### src/rtl/core/bps_pkg.sv
// ---------------------------------------------------------------------------
// bps_pkg
// Shared types and constants of the battery protection supervisor.
// ---------------------------------------------------------------------------
package bps_pkg;

	localparam int unsigned APB_ADDR_W = 5;
	localparam int unsigned APB_DATA_W = 32;
	localparam int unsigned CNT_W      = 4;

	localparam logic [CNT_W-1:0] CNT_MAX             = 4'd15;
	localparam logic [CNT_W-1:0] VOLT_TRIP_COUNT     = 4'd10;
	localparam logic [CNT_W-1:0] CURRENT_TRIP_COUNT  = 4'd5;
	localparam logic [CNT_W-1:0] TEMP_TRIP_COUNT     = 4'd4;
	localparam logic [CNT_W-1:0] BAND_DEBOUNCE_COUNT = 4'd10;

	typedef enum logic [2:0] {
		REG_CRIT_MIN_MV     = 3'd0,
		REG_CRIT_MAX_MV     = 3'd1,
		REG_REC_MIN_MV      = 3'd2,
		REG_REC_MAX_MV      = 3'd3,
		REG_CAUTION_MAX_MV  = 3'd4,
		REG_CHARGE_LIMIT    = 3'd5,
		REG_DISCHARGE_LIMIT = 3'd6,
		REG_TEMP_LIMIT      = 3'd7
	} reg_idx_t;

	typedef struct packed {
		logic        [15:0] crit_min_mv;
		logic        [15:0] crit_max_mv;
		logic        [15:0] rec_min_mv;
		logic        [15:0] rec_max_mv;
		logic        [15:0] caution_max_mv;
		logic signed [15:0] charge_limit;
		logic signed [15:0] discharge_limit;
		logic signed [11:0] temp_limit;
	} cfg_t;

	typedef struct packed {
		logic        [15:0] min_cell_mv;
		logic        [15:0] max_cell_mv;
		logic signed [15:0] pack_current;
		logic signed [11:0] hottest_temp;
	} item_t;

	typedef struct packed {
		logic pack_enable;
		logic array_enable;
		logic undervolt_latched;
		logic overvolt_latched;
		logic system_ready;
		logic fault_trip;
		logic shutdown_halted;
	} result_t;

endpackage

### src/rtl/core/bps_if.sv
// ---------------------------------------------------------------------------
// bps_if
// Valid/ready channels carrying measurement words in and result words out.
// ---------------------------------------------------------------------------
interface bps_item_if;
	import bps_pkg::*;
	logic  valid;
	logic  ready;
	item_t data;

	modport source (output valid, output data, input ready);
	modport sink   (input valid, input data, output ready);
endinterface

interface bps_result_if;
	import bps_pkg::*;
	logic    valid;
	logic    ready;
	result_t data;

	modport source (output valid, output data, input ready);
	modport sink   (input valid, input data, output ready);
endinterface

### src/rtl/core/bps_cfg_regs.sv
// ---------------------------------------------------------------------------
// bps_cfg_regs
// APB-style register file holding the supervisor limits.
// ---------------------------------------------------------------------------
module bps_cfg_regs
	import bps_pkg::*;
(
	input  logic                  clk,
	input  logic                  arst_n,
	input  logic                  psel,
	input  logic                  penable,
	input  logic                  pwrite,
	input  logic [APB_ADDR_W-1:0] paddr,
	input  logic [APB_DATA_W-1:0] pwdata,
	output logic [APB_DATA_W-1:0] prdata,
	output logic                  pready,
	output cfg_t                  cfg
);

	cfg_t     cfg_q;
	reg_idx_t idx;
	logic     wr_en;

	assign idx    = reg_idx_t'(paddr[APB_ADDR_W-1:2]);
	assign wr_en  = psel && penable && pwrite;
	assign pready = 1'b1;
	assign cfg    = cfg_q;

	always_ff @(posedge clk or negedge arst_n) begin
		if (!arst_n) begin
			cfg_q.crit_min_mv     <= 16'd2500;
			cfg_q.crit_max_mv     <= 16'd4300;
			cfg_q.rec_min_mv      <= 16'd2800;
			cfg_q.rec_max_mv      <= 16'd4200;
			cfg_q.caution_max_mv  <= 16'd4100;
			cfg_q.charge_limit    <= -16'sd5000;
			cfg_q.discharge_limit <= 16'sd10000;
			cfg_q.temp_limit      <= 12'sd600;
		end else if (wr_en) begin
			unique case (idx)
				REG_CRIT_MIN_MV:     cfg_q.crit_min_mv     <= pwdata[15:0];
				REG_CRIT_MAX_MV:     cfg_q.crit_max_mv     <= pwdata[15:0];
				REG_REC_MIN_MV:      cfg_q.rec_min_mv      <= pwdata[15:0];
				REG_REC_MAX_MV:      cfg_q.rec_max_mv      <= pwdata[15:0];
				REG_CAUTION_MAX_MV:  cfg_q.caution_max_mv  <= pwdata[15:0];
				REG_CHARGE_LIMIT:    cfg_q.charge_limit    <= pwdata[15:0];
				REG_DISCHARGE_LIMIT: cfg_q.discharge_limit <= pwdata[15:0];
				REG_TEMP_LIMIT:      cfg_q.temp_limit      <= pwdata[11:0];
				default: ;
			endcase
		end
	end

	always_comb begin
		prdata = '0;
		unique case (idx)
			REG_CRIT_MIN_MV:     prdata[15:0] = cfg_q.crit_min_mv;
			REG_CRIT_MAX_MV:     prdata[15:0] = cfg_q.crit_max_mv;
			REG_REC_MIN_MV:      prdata[15:0] = cfg_q.rec_min_mv;
			REG_REC_MAX_MV:      prdata[15:0] = cfg_q.rec_max_mv;
			REG_CAUTION_MAX_MV:  prdata[15:0] = cfg_q.caution_max_mv;
			REG_CHARGE_LIMIT:    prdata[15:0] = cfg_q.charge_limit;
			REG_DISCHARGE_LIMIT: prdata[15:0] = cfg_q.discharge_limit;
			REG_TEMP_LIMIT:      prdata[11:0] = cfg_q.temp_limit;
			default: ;
		endcase
	end

endmodule

### src/rtl/core/bps_core.sv
// ---------------------------------------------------------------------------
// bps_core
// Input register, fault/band state update and result register.
// ---------------------------------------------------------------------------
module bps_core
	import bps_pkg::*;
(
	input  logic         clk,
	input  logic         arst_n,
	input  cfg_t         cfg,
	bps_item_if.sink     item,
	bps_result_if.source result
);

	typedef struct packed {
		logic [CNT_W-1:0] volt_cnt;
		logic [CNT_W-1:0] cur_cnt;
		logic [CNT_W-1:0] temp_cnt;
		logic [CNT_W-1:0] uv_cnt;
		logic [CNT_W-1:0] ov_cnt;
		logic [CNT_W-1:0] ov_clr_cnt;
		logic             uv_latch;
		logic             ov_latch;
		logic             ready;
		logic             pack_on;
		logic             array_on;
		logic             halted;
	} state_t;

	function automatic logic [CNT_W-1:0] sat_inc(input logic [CNT_W-1:0] c);
		return (c == CNT_MAX) ? CNT_MAX : c + 1'b1;
	endfunction

	item_t   item_s1;
	logic    valid_s1;
	result_t res_q;
	logic    res_valid_q;
	state_t  st_q;
	state_t  st_n;
	logic    trip;
	logic    advance;
	logic    fire;

	logic        [15:0] vmin;
	logic        [15:0] vmax;
	logic signed [15:0] cur;
	logic signed [11:0] temp;
	logic signed [15:0] chg;
	logic signed [15:0] dis;
	logic signed [11:0] tlim;
	logic               vbad;
	logic               ibad;
	logic               tbad;
	logic               in_limits;
	logic               skip;

	assign advance    = !res_valid_q || result.ready;
	assign fire       = valid_s1 && advance;
	assign item.ready = !valid_s1 || advance;

	assign vmin = item_s1.min_cell_mv;
	assign vmax = item_s1.max_cell_mv;
	assign cur  = item_s1.pack_current;
	assign temp = item_s1.hottest_temp;
	assign chg  = cfg.charge_limit;
	assign dis  = cfg.discharge_limit;
	assign tlim = cfg.temp_limit;

	assign vbad = (vmin < cfg.crit_min_mv) || (vmax > cfg.crit_max_mv);
	assign ibad = (cur < chg) || (cur > dis);
	assign tbad = (temp > tlim);
	assign in_limits = (vmin > cfg.crit_min_mv) && (vmax < cfg.crit_max_mv) &&
		(cur > chg) && (cur < dis) && (temp < tlim);

	always_comb begin
		st_n = st_q;
		trip = 1'b0;
		skip = 1'b0;
		if (!st_q.halted) begin
			st_n.volt_cnt = vbad ? sat_inc(st_q.volt_cnt) : '0;
			st_n.cur_cnt  = ibad ? sat_inc(st_q.cur_cnt)  : '0;
			st_n.temp_cnt = tbad ? sat_inc(st_q.temp_cnt) : '0;

			if ((st_n.volt_cnt > VOLT_TRIP_COUNT) || (st_n.cur_cnt > CURRENT_TRIP_COUNT) ||
				(st_n.temp_cnt > TEMP_TRIP_COUNT)) begin
				trip           = 1'b1;
				st_n.pack_on   = 1'b0;
				st_n.array_on  = 1'b0;
				if (st_q.ready) begin
					st_n.halted = 1'b1;
					skip        = 1'b1;
				end
			end

			if (!skip && in_limits) begin
				st_n.ready = 1'b1;
				if ((vmin >= cfg.rec_min_mv) && (vmax <= cfg.rec_max_mv) &&
					!st_q.uv_latch && !st_q.ov_latch) begin
					st_n.pack_on  = 1'b1;
					st_n.array_on = 1'b1;
				end else if ((vmin < cfg.rec_min_mv) && !st_q.uv_latch) begin
					st_n.uv_cnt = sat_inc(st_q.uv_cnt);
					if (st_n.uv_cnt > BAND_DEBOUNCE_COUNT) begin
						st_n.pack_on  = 1'b0;
						st_n.array_on = 1'b1;
						st_n.uv_latch = 1'b1;
						st_n.uv_cnt   = '0;
					end
				end else if ((vmax > cfg.rec_max_mv) && !st_q.ov_latch) begin
					st_n.ov_cnt = sat_inc(st_q.ov_cnt);
					if (st_n.ov_cnt > BAND_DEBOUNCE_COUNT) begin
						st_n.pack_on  = 1'b1;
						st_n.array_on = 1'b0;
						st_n.ov_latch = 1'b1;
						st_n.ov_cnt   = '0;
					end
				end else if ((vmax < cfg.caution_max_mv) && st_q.ov_latch) begin
					st_n.ov_clr_cnt = sat_inc(st_q.ov_clr_cnt);
					if (st_n.ov_clr_cnt > BAND_DEBOUNCE_COUNT) begin
						st_n.pack_on    = 1'b1;
						st_n.array_on   = 1'b1;
						st_n.ov_latch   = 1'b0;
						st_n.ov_clr_cnt = '0;
					end
				end
			end
		end
	end

	always_ff @(posedge clk or negedge arst_n) begin
		if (!arst_n) begin
			valid_s1 <= 1'b0;
		end else if (item.ready) begin
			valid_s1 <= item.valid;
		end
	end

	always_ff @(posedge clk) begin
		if (item.valid && item.ready) begin
			item_s1 <= item.data;
		end
	end

	always_ff @(posedge clk or negedge arst_n) begin
		if (!arst_n) begin
			st_q        <= '0;
			res_valid_q <= 1'b0;
		end else begin
			if (fire) begin
				st_q <= st_n;
			end
			if (advance) begin
				res_valid_q <= valid_s1;
			end
		end
	end

	always_ff @(posedge clk) begin
		if (fire) begin
			res_q.pack_enable       <= st_n.pack_on;
			res_q.array_enable      <= st_n.array_on;
			res_q.undervolt_latched <= st_n.uv_latch;
			res_q.overvolt_latched  <= st_n.ov_latch;
			res_q.system_ready      <= st_n.ready;
			res_q.fault_trip        <= trip;
			res_q.shutdown_halted   <= st_n.halted;
		end
	end

	assign result.valid = res_valid_q;
	assign result.data  = res_q;

endmodule

### src/rtl/core/battery_protection_supervisor.sv
// ---------------------------------------------------------------------------
// battery_protection_supervisor
// Critical-limit fault counting, band debounce and contactor control.
//
// Each measurement word enters on the item channel (valid/ready)
// and yields exactly one result word on the result channel: contactor
// drives, latch states, ready, trip and shutdown flags.
// An accepted word passes through the input register, then the result
// register. Throughput: one word per cycle while the receiver does not
// stall; the input register feeds the state update and result register
// directly, so a new word enters every cycle while results drain.
// When the receiver stalls, the result word holds and the input register
// keeps one more word; item.ready drops once both are full.
// Limits sit in an APB-style register file, reset to their defaults. The user
// must write them only while the block is idle; the block does not enforce it.
// Reset opens both contactors, clears all counters and latches and leaves
// no result pending. Once permanent shutdown latches, every further word
// returns the frozen state with shutdown_halted set.
// ---------------------------------------------------------------------------
module battery_protection_supervisor
	import bps_pkg::*;
(
	input  logic                  clk,
	input  logic                  arst_n,
	input  logic                  psel,
	input  logic                  penable,
	input  logic                  pwrite,
	input  logic [APB_ADDR_W-1:0] paddr,
	input  logic [APB_DATA_W-1:0] pwdata,
	output logic [APB_DATA_W-1:0] prdata,
	output logic                  pready,
	bps_item_if.sink              item,
	bps_result_if.source          result
);

	cfg_t cfg;

	bps_cfg_regs u_cfg_regs (
		.clk     (clk),
		.arst_n  (arst_n),
		.psel    (psel),
		.penable (penable),
		.pwrite  (pwrite),
		.paddr   (paddr),
		.pwdata  (pwdata),
		.prdata  (prdata),
		.pready  (pready),
		.cfg     (cfg)
	);

	bps_core u_core (
		.clk    (clk),
		.arst_n (arst_n),
		.cfg    (cfg),
		.item   (item),
		.result (result)
	);

endmodule

### src/flat_wrapper.sv
// flat-port wrapper written by rule: the top's interface ports become plain ports
module battery_protection_supervisor_flat import bps_pkg::*;
  (clk, arst_n, psel, penable, pwrite, paddr, pwdata, prdata, pready, item_valid, item_data, item_ready, result_valid, result_data, result_ready);
  bps_item_if item_i ();
  bps_result_if result_i ();
  input  logic clk;
  input  logic arst_n;
  input  logic psel;
  input  logic penable;
  input  logic pwrite;
  input  logic [APB_ADDR_W-1:0] paddr;
  input  logic [APB_DATA_W-1:0] pwdata;
  output logic [APB_DATA_W-1:0] prdata;
  output logic pready;
  input wire logic [$bits(item_i.valid)-1:0] item_valid;
  input wire logic [$bits(item_i.data)-1:0] item_data;
  output wire logic [$bits(item_i.ready)-1:0] item_ready;
  output wire logic [$bits(result_i.valid)-1:0] result_valid;
  output wire logic [$bits(result_i.data)-1:0] result_data;
  input wire logic [$bits(result_i.ready)-1:0] result_ready;
  assign item_i.valid = item_valid;
  assign item_i.data = item_data;
  assign item_ready = item_i.ready;
  assign result_valid = result_i.valid;
  assign result_data = result_i.data;
  assign result_i.ready = result_ready;
  battery_protection_supervisor u_core (.clk(clk), .arst_n(arst_n), .psel(psel), .penable(penable), .pwrite(pwrite), .paddr(paddr), .pwdata(pwdata), .prdata(prdata), .pready(pready), .item(item_i), .result(result_i));
endmodule
### config.mk
export PLATFORM = sky130hd
export DESIGN_NAME = battery_protection_supervisor_flat
export DESIGN_NICKNAME = d
export VERILOG_FILES = /design/src/rtl/core/bps_pkg.sv /design/src/rtl/core/bps_if.sv /design/src/rtl/core/bps_cfg_regs.sv /design/src/rtl/core/bps_core.sv /design/src/rtl/core/battery_protection_supervisor.sv /design/src/flat_wrapper.sv
export SDC_FILE = /design/constraint.sdc
export NUM_CORES = 1
export LEC_CHECK = 0
export ABC_AREA = 1
export ABC_CLOCK_PERIOD_IN_PS = 6550
export BUFFER_PORTS_ARGS = -buffer_cell sky130_fd_sc_hd__buf_2
export CORE_UTILIZATION = 40
export DETAILED_ROUTE_END_ITERATION = 6
export GPL_ROUTABILITY_DRIVEN = 0
export PLACE_DENSITY = 0.66
export SKIP_LAST_GASP = 1
export SYNTH_ARGS = -nofsm -noshare
export SYNTH_HDL_FRONTEND = slang
export SYNTH_HIERARCHICAL = 1
export SYNTH_SLANG_ARGS = --single-unit
### constraint.sdc
create_clock -name clk -period 6.55 [get_ports clk]
set_input_delay 0 -clock clk [delete_from_list [all_inputs] [get_ports clk]]
set_output_delay 0 -clock clk [all_outputs]
set_load 0.005 [all_outputs]
== Word level (Yosys, flattened, before mapping) ==
Cells that the tools add are included.
W data, S select, Z words.
Storage, ports and cells
  bits in registers: 223
  bits of input ports: 104
  output and inout port bits: 42
  logic and storage cells: 152
Cells by class
  add/sub/neg operators: 6
  order comparisons: 21
  equal/unequal tests: 13
  multiplexer cells: 36
  bitwise logic cells: 4
  reductions and logical operators: 39
Operators by type and width (number)
  $lt A16 B16 Y1: 6
  $pmux W12 S8: 1
  $gt A16 B16 Y1: 5
  $mux W4: 12
  $pmux W4 S7: 1
  $add A4 B1 Y4 const B: 6
  $eq A4 B4 Y1 const B: 6
  $reduce_and A2 Y1: 9
  $ge A16 B16 Y1: 1
  $gt A4 B4 Y1 const B: 4
  $le A16 B16 Y1: 1
  $mux W2: 8
  $logic_and A1 B1 Y1: 15
  $eq A3 B3 Y1 const B: 4
  $gt A12 B12 Y1: 1
  $lt A12 B12 Y1: 1
  $mux W1: 11
  $gt A4 B3 Y1 const B: 2
  $reduce_and A7 Y1: 1
  $eq A3 B2 Y1 const B: 2
  $logic_or A1 B1 Y1: 6
  $mux W6: 1
  $reduce_and A6 Y1: 1
  $logic_not A1 Y1: 5
  6 further kinds: 9

== Longest topological paths before layout ==
Gate-level depths: netlist (run 1).
  depth after elaboration: 14
  depth in mapped cells: 24
  mapped depth without buffers: 24

== Cells and area by module ==
The synthesis (run 1) kept the hierarchy.
Modules (own cells, without submodules)
  bps_core: instances 1, cells each 879, area an instance 7380.8 µm²
  bps_cfg_regs: instances 1, cells each 717, area an instance 5919.4 µm²

== Worst setup path before layout (run 1) ==
Ideal clock, no wire load.
  kind: register -> register
  start: reg u_core.u_cfg_regs.cfg_q, in the netlist u_core/u_cfg_regs/cfg[99]
  end: reg u_core.u_core.res_q, in the netlist u_core/u_core/result.data[6] (data pin)
  setup time: 0.255 ns
  data arrival time: 2.023 ns
  required time: 6.295 ns
  setup slack: 4.272 ns
  stages on the path, launching flop included: 18
  clock period less this slack: 2.278 ns
  path through: dfstp_2 inv_1 ha_1 a21o_1 nor2_1 nand2_1 nand2_1 nand2_1 inv_1 nand4_1 nor2_2 nand3_2 clkinv_2 nand2_1 nand3_1 nand3_1 o21ai_0 inv_1
RTL lines
  start, declared: RTL line bps_cfg_regs.sv:20  | cfg_t cfg_q;
  end, declared: RTL line bps_core.sv:36  | result_t res_q;

==> results of run 1 <==
==> cells by family (layout without fill, tap and decap cells) <==
kind of cell             count (synthesis)  count (layout)  synth area share
XOR/XNOR                                 3               3           0.00198
other                                    2              18          0.000565
adder cells (fa/ha/maj)                132             132             0.124
AO/OA/AOI/OAI                          253             253             0.101
AND/OR/NAND/NOR                        670             670             0.226
buffers and inverters                  313             488            0.0972
flip-flops                             223             223             0.449
==> state kept, by name, summed over array words and instances (netlist names) <==
| signal | flops |
|---|---|
| u_core/u_core/result.valid | 1 |
| u_core/u_core/vmin | 16 |
| u_core/u_core/st_q | 30 |
| u_core/u_core/result.data | 7 |
| u_core/u_core/cur | 16 |
| u_core/u_cfg_regs/cfg | 124 |
| u_core/u_core/vmax | 16 |
| u_core/u_core/valid_s1 | 1 |
| u_core/u_core/temp | 12 |
==> cell usage in the layout, fill, tap and decap left out, types with 4 or more instances in the layout <==
cell type,count
a21o_1,4
a21oi_1,83
buf_2,109
buf_4,6
bufinv_16,4
clkbuf_1,6
clkbuf_16,28
clkinv_1,5
conb_1,17
dfrtp_1,116
dfstp_2,40
dlygate4sd3_1,81
edfxtp_1,67
ha_1,132
inv_1,235
inv_2,6
nand2_1,347
nand2_2,8
nand3_1,67
nand3_2,8
nand4_1,82
nor2_1,128
nor2_2,7
nor3_1,7
o21ai_0,134
o21ai_1,11
==> power by group through the flow <==
| stage | clock network (mW) | registers, mW | logic (mW) |
|---|---|---|---|
| finish | 1.56 | 1.85 | 0.993 |
| global route | 1.64 | 1.87 | 1.15 |
| CTS | 1.59 | 1.84 | 0.988 |
| detailed placement | 0 | 1.86 | 0.941 |
| global placement | 0 | 1.86 | 0.900 |
| floorplan | 0 | 1.80 | 0.677 |
==> metal layers <==
| layer | GRT usage | vias up | part of all wire |
|---|---|---|---|
| li1 | - | 5593 | - |
| met2 | 0.342 | 413 | 0.45 |
| met1 | 0.294 | 5337 | 0.44 |
| met4 | 0.0993 | 0 | 0.044 |
| met3 | 0.0364 | 84 | 0.069 |
| met5 | 0 | - | 0 |
==> per-stage QoR <==
stage / utilization / hold slack, ns / setup WS [ns] / cell area (µm²) / total power, mW
after floorplan: - / -0.296 / 4.27 / 13400 / 2.47
after global placement: 0.433 / 0.0887 / 3.62 / 14100 / 2.76
after detailed placement: 0.433 / 0.0938 / 3.60 / 14100 / 2.81
after CTS: 0.486 / 0.102 / 3.59 / 15900 / 4.42
after global routing: 0.487 / 0.144 / 3.27 / 15900 / 4.66
final: 0.487 / 0.0568 / 3.58 / 15900 / 4.40
==> cell type report <==
| type | count | area share |
|---|---|---|
| flip-flops and latches | 223 | 0.376 |
| diodes | 1 | 0.000158 |
| repair buffers | 197 | 0.0890 |
| well taps | 442 | 0.0348 |
| clock buffers | 37 | 0.0482 |
| clock inverters | 11 | 0.0102 |
| multi-input cells | 1075 | 0.384 |
| inverters | 243 | 0.0575 |
==> path summary, 6_finish.rpt <==
| kind | end | slack, ns | cells past startpoint | startpoint |
|---|---|---|---|---|
| worst min-delay path | u_core/u_core/st_q[13] | 0.06 | 2 | arst_n |
| worst min register to register | u_core/u_cfg_regs/cfg[72] | 0.48 | 2 | u_core/u_cfg_regs/cfg[72] |
| max in group asynchronous | u_core/u_cfg_regs/cfg[123] | 4.89 | 3 | arst_n |
| worst max-delay path | u_core/u_core/result.data[6] | 3.58 | 13 | u_core/u_cfg_regs/cfg[87] |
| min in group clk | u_core/u_core/cur[3] | 0.16 | 2 | item_data[15] |
| worst max register to register | u_core/u_core/result.data[6] | 3.58 | 13 | u_core/u_cfg_regs/cfg[87] |
==> cells in the mapped netlist, types with 3 or more instances <==
library cell,count,area (µm²)
a21o_1,4,30.0
a21oi_1,83,415
buf_1,4,15.0
buf_2,25,125
buf_4,20,150
clkbuf_1,18,67.6
dfrtp_1,116,2900
dfstp_2,40,1050
edfxtp_1,67,2010
ha_1,132,1650
inv_1,236,886
inv_2,5,18.8
nand2_1,347,1300
nand2_2,8,50.1
nand3_1,67,335
nand3_2,8,80.1
nand4_1,82,513
nor2_1,128,480
nor2_2,7,43.8
nor2_4,3,33.8
nor3_1,7,35.0
nor3_2,3,30.0
o21a_1,3,22.5
o21ai_0,134,671
o21ai_1,11,55.1
o21bai_1,3,22.5
or2_2,3,18.8
==> metrics.md, run 1 <==
| Metric | Value |
|---|---|
| Unrepaired setup endpoints after global routing | false |
| Cell Int Power | 3.03 mW |
| VDD IR max | 0.246 mV |
| Port bufs | 110 |
| HP Class | primary input to asynchronous set/reset pin |
| Data required time of the worst path | 6.84 ns |
| Largest net degree at the start of global routing | 81 |
| Die H | 184 µm |
| Combinational share of power | 0.226 |
| Core area | 0.0326 mm² |
| WS Path Type | flip-flop to flip-flop |
| Post-CTS Hold Fix Bufs | 81 |
| Leakage | 7.70 nW |
| Slew HR | 0.238 |
| Placed insts | 2099 |
| CP bufs+invs | 2 |
| GR Overflow Total | 0 |
| IO Count | 146 |
| Fmax achieved | 337 MHz |
| Critical-path cell list | inv_1 > ha_1 > a21oi_1 > o21ai_0 > a21oi_1 > a21boi_1 > nand2_2 > nand3_1 > nand2_1 > o21ai_1 > nand3_1 > o21ai_0 > inv_1 |
| DR DRC count | 0 |
| Critical path endpoint category | flip-flop |
| Post-DP HPWL | 26.0 mm |
| DR WL/cell | 16.4 µm |
| Area occupied by multi-input gates | 0.00610 mm² |
| H-tree depth | 1 |
| Final WL | 36.6 mm |
| Post-synthesis cell count | 1596 |
| Vias in the first global route | 10700 |
| Cell Area, Synth | 0.0133 mm² |
| Worst clock skew | 0.0176 ns |
| Vias/cell | 5.13 |
| Initial DRC count | 956 |
| Number of synthesized flops with an enable pin | 67 |
| ANT nets after route | 0 |
| Outcome | complete, no violations |
| Die X | 184 µm |
| Avg Inst Size Synth | 8.33 µm² |
| Setup TNS | 0 ns |
| Critical-path top delay cell | dfstp_2 |
| CTS tree | yes |
| Critical path's largest stage delay | 0.56 ns |
| Synth async-reset ratio | 0.700 |
| Site Rows | 66 |
| Final net count | 2002 |
| Die ar. | 0.0340 mm² |
| First-pass GRT wire length | 57.4 mm |
| Slew Viols, Final | 0 |
| Slew @ Worst Pin | 1.14 ns |
| Final setup violation count | 0 |
| Primary FF master, synth | dfrtp_1 |
| Sequential share of power | 0.419 |
| Num CTS Buffers | 26 |
| Layout cells sized above 1 | 0.136 |
| Gr usage total | 0.218 |
| Initial antenna violation count | 1 |
| CP max FO | 6 |
| Psw | 1.37 mW |
| CTS sink cnt | 223 |
| Clk slew on worst S/H paths | 0.06 ns |
| Register area | 0.00597 mm² |
| Family with the most delay on the worst path | compound AO/OA/AOI/OAI gates |
| CTS Buffer Depth | 3 |
| Synth unique cells | 51 |
| YS warnings | 6 |
| Total of max-cap violations | 0 |
| Area delta synth->final | 19.3% |
| Finished Layout Cells | 2229 |
| Sequential element share of the synthesized area | 0.449 |
| Fillers | 3136 |
| Setup bufs post-CTS | 0 |
| Min Tclk post-route | 2.97 ns |
| Power Density | 277 mW/mm² |
| Net Sw Frac | 0.311 |
| Arr. time, crit path | 3.26 ns |
| Initial Util | 0.408 |
| Post-CTS Resized | 0 |
| Drt first pass iters | 5 |
| Yosys reg bits | 223 |
| Clock power share | 0.355 |
| Final period utilization | 0.453 |
| Worst-Skew Late Latency | 0.55 ns |
| Final Hold Vio Count | 0 |
| CTS root buffer | clkbuf_16 |
| Crit path launch type | flip-flop |
| DR vias | 11400 |
(Power assumes the default switching activity.)
==> run 2: changes to the inputs <==
- ABC_CLOCK_PERIOD_IN_PS: 6550 -> 2500
- PLACE_DENSITY: 0.66 -> 0.68
- clock period: 6.55 -> 2.5 ns (I/O delays scaled with it)
==> metrics.md, run 2 (synthesis results as in run 1) <==
| Metric | Value |
|---|---|
| H-tree depth | 1 |
| Sequential share of power | 0.408 |
| Area delta synth->final | 26.9% |
| DR DRC count | 0 |
| Worst-Skew Late Latency | 0.54 ns |
| DR vias | 12000 |
| WS Path Type | flip-flop to flip-flop |
| Die H | 184 µm |
| Leakage | 8.08 nW |
| Vias/cell | 5.21 |
| Total of max-cap violations | 0 |
| Net Sw Frac | 0.320 |
| Slew Viols, Final | 0 |
| Clk slew on worst S/H paths | 0.06 ns |
| Fillers | 2921 |
| Vias in the first global route | 11100 |
| Critical path endpoint category | flip-flop |
| ANT cells | 0 |
| Final net count | 2068 |
| Die ar. | 0.0340 mm² |
| Arr. time, crit path | 2.89 ns |
| Data required time of the worst path | 2.79 ns |
| Most frequent cells in the layout | nand2_1 (332), inv_1 (231), o21ai_0 (120) |
| Clock power share | 0.328 |
| Psw | 3.79 mW |
| Layout cells sized above 1 | 0.209 |
| Max reg flops | 124 |
| Crit path launch type | flip-flop |
| ANT nets after route | 0 |
| Initial antenna violation count | 0 |
| Post-Place Worst Slack | -0.253 ns |
| IO Count | 146 |
| First-pass GRT wire length | 59.1 mm |
| Port bufs | 110 |
| Slew HR | 0.315 |
| DP Area | 0.0145 mm² |
| CTS Buffer Depth | 3 |
| Unrepaired setup endpoints after global routing | true |
| Num CTS Buffers | 27 |
| Most common cell after layout, fill and taps aside | nand2_1 |
| Final Hold Vio Count | 0 |
| Violated checks | setup timing |
| Placed insts | 2142 |
| Initial DRC count | 1027 |
| Post-route setup slack | -0.102 ns |
| Final setup violation count | 15 |
| Initial Util | 0.408 |
| Core area | 0.0326 mm² |
| GR Overflow Total | 0 |
| Worst hold slack | 0.0638 ns |
| CTS tree | yes |
| Site Rows | 66 |
| Min Tclk post-route | 2.60 ns |
| Register area | 0.00597 mm² |
| Largest net degree at the start of global routing | 81 |
| Drt first pass iters | 5 |
| Gr usage total | 0.225 |
| DR WL/cell | 16.7 µm |
| Slew @ Worst Pin | 1.03 ns |
| Combinational share of power | 0.264 |
| CP max FO | 5 |
| Outcome | finished with violations |
| Design area | 0.0169 mm² |
| Finished Layout Cells | 2295 |
| CTS sink cnt | 223 |
| HP Class | primary input to asynchronous set/reset pin |
| Die X | 184 µm |
| VDD IR max | 0.543 mV |
| Cell Int Power | 8.05 mW |
| CTS root buffer | clkbuf_16 |
| Post-DP HPWL | 27.1 mm |
| Worst clock skew | 0.0111 ns |
| Final WL | 38.4 mm |
| Power Density | 702 mW/mm² |
| Final period utilization | 1.04 |
| Fmax achieved | 384 MHz |
| Area occupied by multi-input gates | 0.00661 mm² |
==> run 2: worst paths after layout <==
path,startpoint,end,slack (ns),cells past startpoint
setup / recovery,u_core/u_core/vmin[15],u_core/u_core/result.data[6],-0.10,14
hold / removal,arst_n,u_core/u_core/st_q[12],0.06,2
setup reg to reg,u_core/u_core/vmin[15],u_core/u_core/result.data[6],-0.10,14
hold reg to reg,u_core/u_cfg_regs/cfg[72],u_core/u_cfg_regs/cfg[72],0.50,2
max in group asynchronous,arst_n,u_core/u_cfg_regs/cfg[20],1.60,3
min in group clk,item_data[56],u_core/u_core/vmin[12],0.16,2
==> run 2: repair_timing <==
action                                  CTS  global route
pin swaps                                 8            37
endpoints found under the setup margin   18            24
hold buffers                             81             0
buffers inserted                          6            16
endpoints found under the hold margin   222             0
resized for setup                        15            97
==> run 2: layout make-up <==
| cell class | count | area share |
|---|---|---|
| Clock buffer | 38 | 0.0455 |
| Clock inverter | 12 | 0.00682 |
| Inverter | 243 | 0.0545 |
| Multi-Input combinational cell | 1075 | 0.392 |
| Sequential cell | 223 | 0.353 |
| Tap cell | 442 | 0.0328 |
| Timing Repair Buffer | 262 | 0.115 |
==> run 2: critical path, stage by stage (launching register included) <==
cell      delay [ns]
edfxtp_1        0.40
ha_1            0.32
nand2_1         0.12
o21ai_0         0.32
a21oi_1         0.10
nand2_2         0.15
nand4_1         0.16
nor2_4          0.16
nand3_4         0.14
inv_4           0.12
nand2_2         0.06
nand3_2         0.08
nand3_2         0.07
o21ai_1         0.09
inv_1           0.06
==> run 2: power groups by stage <==
stage                     combinational (mW)  clock [mW]  sequential (mW)
after floorplan                         1.77           0             4.71
after global placement                  2.52           0             4.87
after detailed placement                2.63           0             4.88
after CTS                               2.81        3.96             4.82
after global routing                    3.53        4.12             4.89
final                                   3.13        3.88             4.83
==> run 2: metal layers <==
metal,track usage,part of all wire,vias to the layer above
met5,0,0,-
met4,0.102,0.047,0
met3,0.0275,0.072,101
met2,0.360,0.46,482
met1,0.304,0.42,5655
li1,-,-,5721
==> run 2: per-stage QoR <==
stage,util,setup TNS (ns),total power [mW]
2_1_floorplan,-,0,6.48
3_3_place_gp,0.444,-2.18,7.40
3_5_place_dp,0.444,-2.79,7.51
4_1_cts,0.499,0,11.6
5_1_grt,0.517,-3.22,12.5
6_report,0.517,-0.522,11.8
==> run 3: changes to the inputs <==
- ABC_CLOCK_PERIOD_IN_PS: 2500 -> 2800
- PLACE_DENSITY: 0.68 -> unset
- clock period: 2.5 -> 2.8 ns (I/O delays scaled with it)
==> metrics.md, run 3 (synthesis results as in run 1) <==
| Metric | Value |
|---|---|
| Crit path launch type | flip-flop |
| Clk slew on worst S/H paths | 0.06 ns |
| Drt first pass iters | 7 |
| CP max FO | 6 |
| First-pass GRT wire length | 57.9 mm |
| Slew @ Worst Pin | 1.06 ns |
| Die X | 184 µm |
| Power Density | 636 mW/mm² |
| WS Path Type | flip-flop to flip-flop |
| Initial Util | 0.408 |
| Critical path endpoint category | flip-flop |
| Net Sw Frac | 0.315 |
| Final Hold Vio Count | 0 |
| Worst-Skew Late Latency | 0.54 ns |
| Data required time of the worst path | 3.09 ns |
| DP Area | 0.0143 mm² |
| DR DRC count | 0 |
| CTS Buffer Depth | 3 |
| ANT cells | 0 |
| Most common cell after layout, fill and taps aside | nand2_1 |
| Psw | 3.20 mW |
| Fmax achieved | 368 MHz |
| H-tree depth | 1 |
| ANT nets after route | 0 |
| CTS root buffer | clkbuf_16 |
| Layout cells sized above 1 | 0.149 |
| Design area | 0.0160 mm² |
| VDD IR max | 0.475 mV |
| HP Class | primary input to asynchronous set/reset pin |
| Min Tclk post-route | 2.72 ns |
| Combinational share of power | 0.234 |
| DR vias | 11500 |
| Final core occ | 0.490 |
| Site Rows | 66 |
| Num CTS Buffers | 26 |
| Vias in the first global route | 10700 |
| Total of max-cap violations | 0 |
| Leakage | 7.77 nW |
| Final period utilization | 0.971 |
| IO Count | 146 |
| GR Overflow Total | 0 |
| Placed insts | 2116 |
| Final WL | 37.7 mm |
| Fillers | 3123 |
| Slew Viols, Final | 0 |
| Gr usage total | 0.224 |
| Slew HR | 0.292 |
| Cell Int Power | 6.97 mW |
| Post-Place Worst Slack | 0.0256 ns |
| Vias/cell | 5.10 |
| Port bufs | 110 |
| Final net count | 2020 |
| Die H | 184 µm |
| Clock power share | 0.341 |
| Most frequent cells in the layout | nand2_1 (345), inv_1 (235), o21ai_0 (134) |
| Outcome | complete, no violations |
| Arr. time, crit path | 3.00 ns |
| Area delta synth->final | 20.3% |
| Unrepaired setup endpoints after global routing | true |
| DR WL/cell | 16.8 µm |
| CTS tree | yes |
| Die ar. | 0.0340 mm² |
| Finished Layout Cells | 2246 |
| Initial antenna violation count | 0 |
| Core area | 0.0326 mm² |
| Largest net degree at the start of global routing | 76 |
| Post-DP HPWL | 27.1 mm |
| Final setup violation count | 0 |
| Max reg flops | 124 |
| Initial DRC count | 929 |
| CTS sink cnt | 223 |
| Worst clock skew | 0.0104 ns |
| Sequential share of power | 0.425 |
| Post-route setup slack | 0.0820 ns |
## run 3: cell count changes in the layout (fill, tap and decap cells not counted), sizes merged
cell and delta:
buf -47, clkbuf +3, clkinv -2, inv -3
## run 3: power groups by stage
stage	Sequential (mW)	Clock, mW	Combinational (mW)
finish	4.32	3.46	2.38
global route	4.38	3.66	2.74
detailed placement	4.37	0	2.25
CTS	4.32	3.53	2.36
floorplan	4.21	0	1.58
global placement	4.37	0	2.17
## run 3: layer usage
| layer | global-route usage | up-vias | share of wire |
|---|---|---|---|
| met5 | 0 | - | 0 |
| met4 | 0.0983 | 0 | 0.042 |
| met3 | 0.0336 | 87 | 0.065 |
| met2 | 0.350 | 385 | 0.44 |
| met1 | 0.306 | 5351 | 0.45 |
| li1 | - | 5630 | - |
## run 3: worst paths after layout
path / from / to / slack (ns) / depth (start not counted)
worst min register to register: u_core/u_cfg_regs/cfg[72] / u_core/u_cfg_regs/cfg[72] / 0.49 / 2
worst max-delay path: u_core/u_cfg_regs/cfg[85] / u_core/u_core/result.data[6] / 0.08 / 14
max in group asynchronous: arst_n / u_core/u_cfg_regs/cfg[80] / 1.81 / 3
worst min-delay path: arst_n / u_core/u_core/st_q[4] / 0.07 / 2
worst max register to register: u_core/u_cfg_regs/cfg[85] / u_core/u_core/result.data[6] / 0.08 / 14
min in group clk: penable / u_core/u_cfg_regs/cfg[56] / 0.14 / 5
## run 3: through the flow
stage          total power [mW]  hold WS, ns  setup TNS, ns
2_1_floorplan              5.79       -0.296              0
4_1_cts                    10.2       0.0912              0
3_3_place_gp               6.54       0.0853              0
3_5_place_dp               6.62       0.0798              0
6_report                   10.2       0.0657              0
5_1_grt                    10.8        0.164        -0.0432
## run 3: what timing repair did
item	CTS	global route
hold endpoints to repair	229	0
setup buffers	0	1
hold buffers	81	0
gates resized for setup	0	5
endpoints found under the setup margin	0	14
## run 3: area by class of cell
cell class	instances	area (µm²)	share of cell area
inverter	243	913	0.0571
timing repair buffer	215	1570	0.0983
clock inverter	7	87.6	0.00548
sequential	223	5970	0.373
tap	442	553	0.0346
clock buffer	41	788	0.0493
multi-input combinational	1075	6120	0.382
## run 3: worst max-delay path, cell delays in order (launching register included)
cell	delay, ns
dfstp_2	0.56
inv_1	0.06
ha_1	0.31
a21oi_1	0.13
o21ai_0	0.08
a21oi_1	0.19
a21boi_2	0.27
buf_4	0.18
nand2_2	0.09
nand2_1	0.09
nor3_1	0.07
o21ai_1	0.20
nand3_1	0.09
o21ai_0	0.09
inv_1	0.06
